[src/rtl/sfbc_receive_combiner_top_defines.svh]
// assertion macros for the receive combiner rtl
`ifndef SFBC_RECEIVE_COMBINER_TOP_DEFINES_SVH
`define SFBC_RECEIVE_COMBINER_TOP_DEFINES_SVH

// property that must hold in the same cycle as its trigger
`define SFBC_ASSERT_SAME(lbl, ante, cons, msg) \
   lbl: assert property (@(posedge clock) disable iff (reset) (ante) |-> (cons)) \
      else $error(msg);

// property that must hold in the cycle after its trigger
`define SFBC_ASSERT_NEXT(lbl, ante, cons, msg) \
   lbl: assert property (@(posedge clock) disable iff (reset) (ante) |=> (cons)) \
      else $error(msg);

`endif

[src/rtl/sfbc_pkg.sv]
// shared types and constants of the receive combiner
`default_nettype none
package sfbc_pkg;

   localparam int SAMPLE_BITS = 16;
   localparam int PROD_BITS   = 2 * SAMPLE_BITS;
   localparam int ACC_BITS    = 40;
   localparam int GAIN_BITS   = 38;
   localparam int SQRT2_BITS  = 24;
   localparam int MAG_HALF    = ACC_BITS / 2;
   localparam int PLO_BITS    = MAG_HALF + SQRT2_BITS;
   localparam int NUM_BITS    = ACC_BITS + SQRT2_BITS;
   localparam int SCALE_SHIFT = 11;
   localparam int DEN_BITS    = GAIN_BITS + SCALE_SHIFT;
   localparam int DIV_BITS    = NUM_BITS + 2;
   localparam int Q_BITS      = 17;
   localparam int BIT_CNT_BITS = 5;
   localparam int OUT_BITS    = 16;
   localparam int NUM_PARTS   = 4;
   localparam int STEP_BITS   = 2;

   localparam logic [SQRT2_BITS-1:0] SQRT2_Q = 24'd11863283;
   localparam longint GAIN_FLOOR_VAL =
      ((64'sd1 <<< (2 * (SAMPLE_BITS - 1))) + 64'sd5000) / 64'sd10000;
   localparam logic [GAIN_BITS-1:0] GAIN_FLOOR = GAIN_BITS'(GAIN_FLOOR_VAL);
   localparam logic [OUT_BITS-1:0]  SAT_POS = 16'h7fff;
   localparam logic [OUT_BITS-1:0]  SAT_NEG = 16'h8000;
   localparam logic [STEP_BITS-1:0] LAST_STEP = STEP_BITS'(NUM_PARTS - 1);

   typedef struct packed {
      logic [31:0] rx_even;
      logic [31:0] rx_odd;
      logic [31:0] chan_a_even;
      logic [31:0] chan_a_odd;
      logic [31:0] chan_b_even;
      logic [31:0] chan_b_odd;
      logic        layer_pair;
      logic        last_antenna;
      logic        last_pair;
   } req_item_type;

   typedef struct packed {
      logic [31:0] first_symbol;
      logic [31:0] second_symbol;
      logic        pair_of_layers;
      logic        end_of_block;
      logic        zero_gain;
   } rsp_item_type;

   typedef struct packed {
      logic                    load_in;
      logic                    acc_en;
      logic [STEP_BITS-1:0]    step;
      logic                    mul_lo;
      logic                    mul_hi;
      logic                    sum;
      logic                    check;
      logic                    div_en;
      logic [BIT_CNT_BITS-1:0] div_bit;
      logic                    store_part;
      logic                    load_out;
      logic                    clear;
   } ctrl_cmd_type;

   typedef struct packed {
      logic last_antenna;
      logic gain_zero;
      logic out_busy;
      logic out_free;
   } dp_status_type;

   // signed sample number idx of a packed complex word
   function automatic logic signed [SAMPLE_BITS-1:0] sample(input logic [31:0] word,
                                                            input logic idx);
      sample = idx ? word[SAMPLE_BITS +: SAMPLE_BITS] : word[0 +: SAMPLE_BITS];
   endfunction

endpackage
`default_nettype wire

[src/rtl/sfbc_ctrl.sv]
// controller: sequences accumulate steps, per-part scaling and output load
`default_nettype none
`include "sfbc_receive_combiner_top_defines.svh"
module sfbc_ctrl (
   input  wire logic                   clock,
   input  wire logic                   reset,
   input  wire logic                   req_valid,
   output logic                        req_stall,
   input  wire sfbc_pkg::dp_status_type status,
   output sfbc_pkg::ctrl_cmd_type      cmd
);

   localparam logic [3:0] ST_IDLE  = 4'd0;
   localparam logic [3:0] ST_ACC   = 4'd1;
   localparam logic [3:0] ST_MULLO = 4'd2;
   localparam logic [3:0] ST_MULHI = 4'd3;
   localparam logic [3:0] ST_SUM   = 4'd4;
   localparam logic [3:0] ST_CHECK = 4'd5;
   localparam logic [3:0] ST_DIV   = 4'd6;
   localparam logic [3:0] ST_STORE = 4'd7;
   localparam logic [3:0] ST_OUT   = 4'd8;

   logic [3:0]                        state_ff, state_in;
   logic [sfbc_pkg::STEP_BITS-1:0]    step_ff, step_in;
   logic [sfbc_pkg::BIT_CNT_BITS-1:0] bit_ff, bit_in;

   assign req_stall = (state_ff != ST_IDLE);

   // next state and commands
   always_comb begin
      state_in = state_ff;
      step_in  = step_ff;
      bit_in   = bit_ff;
      cmd      = '0;
      cmd.step    = step_ff;
      cmd.div_bit = bit_ff;
      unique case (state_ff)
         ST_IDLE: begin
            if (req_valid) begin
               cmd.load_in = 1'b1;
               step_in     = '0;
               state_in    = ST_ACC;
            end
         end
         ST_ACC: begin
            cmd.acc_en = 1'b1;
            step_in    = step_ff + 1'b1;
            if (step_ff == sfbc_pkg::LAST_STEP) begin
               state_in = status.last_antenna ? ST_MULLO : ST_IDLE;
            end
         end
         ST_MULLO: begin
            if (status.gain_zero) begin
               state_in = ST_OUT;
            end else begin
               cmd.mul_lo = 1'b1;
               state_in   = ST_MULHI;
            end
         end
         ST_MULHI: begin
            cmd.mul_hi = 1'b1;
            state_in   = ST_SUM;
         end
         ST_SUM: begin
            cmd.sum  = 1'b1;
            state_in = ST_CHECK;
         end
         ST_CHECK: begin
            cmd.check = 1'b1;
            bit_in    = sfbc_pkg::BIT_CNT_BITS'(sfbc_pkg::Q_BITS - 1);
            state_in  = ST_DIV;
         end
         ST_DIV: begin
            cmd.div_en = 1'b1;
            bit_in     = bit_ff - 1'b1;
            if (bit_ff == '0) begin
               state_in = ST_STORE;
            end
         end
         ST_STORE: begin
            cmd.store_part = 1'b1;
            step_in        = step_ff + 1'b1;
            state_in       = (step_ff == sfbc_pkg::LAST_STEP) ? ST_OUT : ST_MULLO;
         end
         ST_OUT: begin
            if (status.out_free) begin
               cmd.load_out = 1'b1;
               cmd.clear    = 1'b1;
               state_in     = ST_IDLE;
            end
         end
         default: begin
            state_in = ST_IDLE;
         end
      endcase
   end

   // state registers
   always_ff @(posedge clock) begin
      if (reset) begin
         state_ff <= ST_IDLE;
         step_ff  <= '0;
         bit_ff   <= '0;
      end else begin
         state_ff <= state_in;
         step_ff  <= step_in;
         bit_ff   <= bit_in;
      end
   end

   // checks
   `SFBC_ASSERT_NEXT(a_accept_starts, req_valid && !req_stall, state_ff == ST_ACC && step_ff == '0, "item accepted but accumulation did not start")
   `SFBC_ASSERT_NEXT(a_out_after_load, cmd.load_out, status.out_busy, "result load did not fill output slot")
   `SFBC_ASSERT_NEXT(a_div_ends, state_ff == ST_DIV && bit_ff == '0, state_ff == ST_STORE, "division did not end in store")

endmodule
`default_nettype wire

[config.mk]
export PLATFORM = sky130hd
export DESIGN_NAME = sfbc_ctrl
export DESIGN_NICKNAME = d
export VERILOG_FILES = /design/src/rtl/sfbc_pkg.sv /design/src/rtl/sfbc_ctrl.sv
export VERILOG_INCLUDE_DIRS = /design/src /design/src/rtl
export SDC_FILE = /design/constraint.sdc
export NUM_CORES = 1
export LEC_CHECK = 0
export BUFFER_PORTS_ARGS = -buffer_cell sky130_fd_sc_hd__clkbuf_2
export CAP_MARGIN = 10
export CORE_ASPECT_RATIO = 1.5
export CORE_UTILIZATION = 30
export CTS_CLUSTER_SIZE = 40
export DETAILED_ROUTE_END_ITERATION = 6
export GPL_TIMING_DRIVEN = 0
export SLEW_MARGIN = 40
export SYNTH_ARGS = -nofsm -noshare
export SYNTH_HDL_FRONTEND = slang
export SYNTH_SLANG_ARGS = --single-unit
[constraint.sdc]
create_clock -name clock -period 5.19 [get_ports clock]
set_clock_uncertainty 0.1 [all_clocks]
set_input_delay 0.2595 -clock clock [delete_from_list [all_inputs] [get_ports clock]]
set_output_delay 0.2595 -clock clock [all_outputs]
set_load 0.05 [all_outputs]
After elaboration in Yosys (flattened, before gate mapping)
Index checks and enable logic that the tools add are counted.
{ "classes": {"add_sub_neg": 2, "eq_ne": 13, "mux": 23, "reduce_logical": 8} }
{ "op_table": {"columns": ["op", "count"], "rows": [
  ["4-bit one-hot mux with 9 select lines", 1],
  ["4-bit 2-to-1 mux", 6],
  ["4-bit by 3-bit equality test with 1-bit output, second input constant", 4],
  ["1-bit 2-to-1 mux", 10],
  ["5-bit one-hot mux with 2 select lines", 1],
  ["4-bit by 2-bit equality test with 1-bit output, second input constant", 2],
  ["2-bit 2-to-1 mux", 4],
  ["2-bit inequality test, second input constant", 4],
  ["5-bit zero test", 1],
  ["5-bit by 1-bit subtractor with 5-bit output, second input constant", 1],
  ["4-bit by 1-bit equality test with 1-bit output, second input constant", 1],
  ["4-bit equality test, second input constant", 1],
  ["4-bit zero test", 1],
  ["2-bit one-hot mux with 2 select lines", 1],
  ["4-bit AND reduction", 1],
  ["2-bit nonzero test", 2],
  ["4-bit nonzero test", 1],
  ["2-bit by 1-bit adder with 2-bit output, second input constant", 1],
  ["2-bit equality test, second input constant", 1],
  ["2-bit AND reduction", 1],
  ["2-bit OR reduction", 1]
]} }
{ "totals": {"ff_bits": 11, "in_bits": 7, "word_cells": 49} }

Logic depth before layout (Yosys ltp)
{ "logic_depth": {"depth_word": 4, "depth_mapped": 5, "depth_no_buf": 5} }

Worst setup path before layout
OpenSTA, ideal clock, no wires.
{ "synth_path": {"path_kind": "register to register", "startpoint": "register state_ff[3]", "endpoint": "register state_ff[1]", "setup_ns": 0.065, "arrival_ns": 2.390, "path_slack_ns": 2.635, "stages_incl_launch_ff": 4, "path_buffers": 1, "period_less_slack_ns": 2.555, "cell_sequence": "dfxtp_1 buf_2 nor4_1 o311a_1"} }
{ "synth_between": {"elab_chain_len": 3, "word_cells_on_any_way": 15, "cone_classes": "eq/ne: 12; mux: 1; reduce/logical: 2"} }
{ "synth_lines": {"columns": ["item", "line_no", "text"], "rows": [
  ["from (decl)", "sfbc_ctrl.sv:23", "logic [3:0] state_ff, state_in;"],
  ["from (signal assigned)", "sfbc_ctrl.sv:105", "state_ff <= state_in;"],
  ["4-bit by 1-bit equality test with 1-bit output (tied with other cells)", "sfbc_ctrl.sv:37", "unique case (state_ff)"],
  ["2-bit inequality test (no line)", null, null],
  ["4-bit AND reduction (no line)", null, null]
]} }
Several ways; a longest one is shown, not always the timed one.
A chain may end at the register's enable or synchronous reset.

==> flow_summary.toml <==
[synth]
yosys_warnings = 0
synthesis.nets = 103
synth.avg_cell_area_sq_um = 8.61
synth_edf_count = 0
yosys.area.top_type = "dfxtp_1"
yosys.cell_types.count = 46
ys.flop_type = "dfxtp_1"
syn_inst = 94
ys_ff_latch = 11
synth_common_cells = "dfxtp_1 (11), buf_2 (6), nand2b_1 (6), nor2_1 (6), inv_1 (5)"
synth_async_sr_flop_share_pct = 0
synthMostInstantiatedCell = "dfxtp_1"
synth_top_cell_area_share_pct = 27.2
syn-cell-area_sq_um = 810
synthTopCellsByArea = "dfxtp_1 (27%), nand2b_1 (4.6%), buf_2 (3.7%), or4b_4 (3.4%), ha_1 (3.1%)"
yosysSeqAreaShare_pct = 27.2

[drt]
first_iter_violations = 7
postRouteAntennaNets = 0
avgRoutedWirePerCell_um = 12.4
first_pass_iters = 4
wirelength_um = 1950
drcViolationCount = 0
via_per_inst = 4.93
vias = 774

[clock_network]
cts_buffers = 3
clk_latency_ps = 260
htree_levels = 1
cts_setup_buffers = 0
clockRootBuffer = "clkbuf_4"
cts_resized = 0
cts_tree = "done"
clkTransAtPathRegs_ps = 70
clock-sinks = 11
clock_path_buffers = 2
hold_buffers = 0

[hold_path]
hold_class = "in2reg"

[floorplanning]
die-area_sq_um = 2910
core_sq_um = 2500
fp.dieW_um = 44.4
num_rows = 22
ios = 25
start_util_pct = 32.3
die_y_um = 65.6

[worst_setup_path]
crit_path_max_incr_delay_ps = 540
start_kind = "register"
slowest_stage = "or4b_4"
arrival_ps = 1780
crit_chain = "buf_2 > or4b_4 > nor2_1 > buf_4 > clkbuf_2"
path_class = "reg2out"
critPathMaxFanout = 9
crit_path_end_kind = "output pin"
cp_top_family = "simple AND/OR/NAND/NOR gates"
cp_num_buf_inv = 3
cp.required_ps = 4830

[cells_and_area]
drive_gt1_share_pct = 37.2
final_cells = 157
final_nets = 131
insertedDiodeCount = 0
syn2layout_area_growth_pct = 23.0
stdcell_area_sq_um = 996

[power_and_ir_drop]
p_per_area_nw_per_um2 = 224
ir_drop_mv = 0.110
power.leakage_nw = 0.452

[sta]
rsz0062_at_grt = "no"
fin_crit_ps = 2140
fin_tns_setup_ps = 0
timing.fmax_mhz = 468
relSlewSlack_pct = 69.1
hold_violations = 0
finalCritPeriodShare_pct = 41.2
worstMarginPinSlew_ps = 463
slew_violations = 0
setup_viol = 0

[placed_design]
dpl_cell_area_sq_um = 970
dp_hpwl_um = 1500
io_buffers = 23
dpl.cell_count = 153
gp_congestion = 0.723

[job]
drv_cap = 0

[global_routing]
grt_usage_pct = 14.6
grt_pass1_vias = 749
antenna_found_initial = 0
grt_pass1_wl_um = 3190
globalRouteOverflowTotal = 0
grt_max_degree = 11

[run_status]
status = "finished, final reports clean"
## layer usage
| metal | vias up | global-route usage, % | share of wire [%] |
|---|---|---|---|
| met2 | 21 | 24.3 | 49 |
| met4 | 0 | 10.2 | 2.0 |
| met1 | 350 | 16.8 | 45 |
| met5 | - | 0 | 0 |
| met3 | 4 | 1.65 | 3.4 |
| li1 | 399 | - | - |
## logic make-up (layout without fill, tap and decap cells)
| group | after synthesis | in the layout | share of synthesized area (%) |
|---|---|---|---|
| buf+inv | 14 | 41 | 8.81 |
| flops | 11 | 11 | 27.2 |
| xor+xnor | 3 | 3 | 3.25 |
| compound gates | 24 | 24 | 22.6 |
| fa+ha+maj | 2 | 2 | 3.09 |
| mux | 2 | 2 | 2.63 |
| simple gates | 38 | 38 | 32.5 |
## flip-flops by register name (all words and copies together), names as in the netlist
signal	count
step_ff	2
state_ff	4
bit_ff	5
## metrics by stage
stage | total power, mW | hold WS [ps] | util (%) | setup slack (ps)
after floorplan | 0.151 | 339 | - | 2630
after global routing | 0.236 | 210 | 39.8 | 2970
after CTS | 0.228 | 179 | 39.8 | 3030
after global placement | 0.166 | 369 | 38.7 | 3340
after detailed placement | 0.167 | 381 | 38.7 | 3320
final | 0.223 | 187 | 39.8 | 3050
## tightest hold or removal path: cells and delay by family
family | cells | cell delay, ps
buf+inv | 1 | 100
simple gates | 1 | 100
compound gates | 1 | 50
## where the power goes
| part | switching, mW | total, mW | internal (mW) |
|---|---|---|---|
| Combinational | 0.0498 | 0.0752 | 0.0254 |
| Sequential | 0.00203 | 0.0897 | 0.0877 |
| Clock | 0.0285 | 0.0582 | 0.0297 |
## cell type report
class / count / area [sq um]
Sequential cell: 11 / 220
Inverter: 5 / 18.8
Tap cell: 36 / 45.0
Clock buffer: 4 / 26.3
Timing Repair Buffer: 23 / 115
Multi-Input combinational cell: 69 / 518
Buffer: 9 / 52.6
Fill cell: 264 / 1510
## path summary, 6_finish.rpt
kind	from	endpoint	slack (ps)	cells after the start
worst max-delay path	state_ff[1]	cmd[1]	3050	5
worst min-delay path	reset	step_ff[1]	190	3
worst max register to register	bit_ff[0]	state_ff[1]	3390	5
worst min register to register	step_ff[1]	step_ff[1]	390	2
## cells in the final DEF (no fill, tap or decap), types with 4 or more instances in the layout
cell type	netlist	final
buf_2	6	6
a21oi_1	4	4
clkbuf_2	0	23
inv_1	5	5
nand2b_1	6	6
dfxtp_1	11	11
nor3_1	4	4
nor2_1	6	6
(Power assumes the default switching activity.)
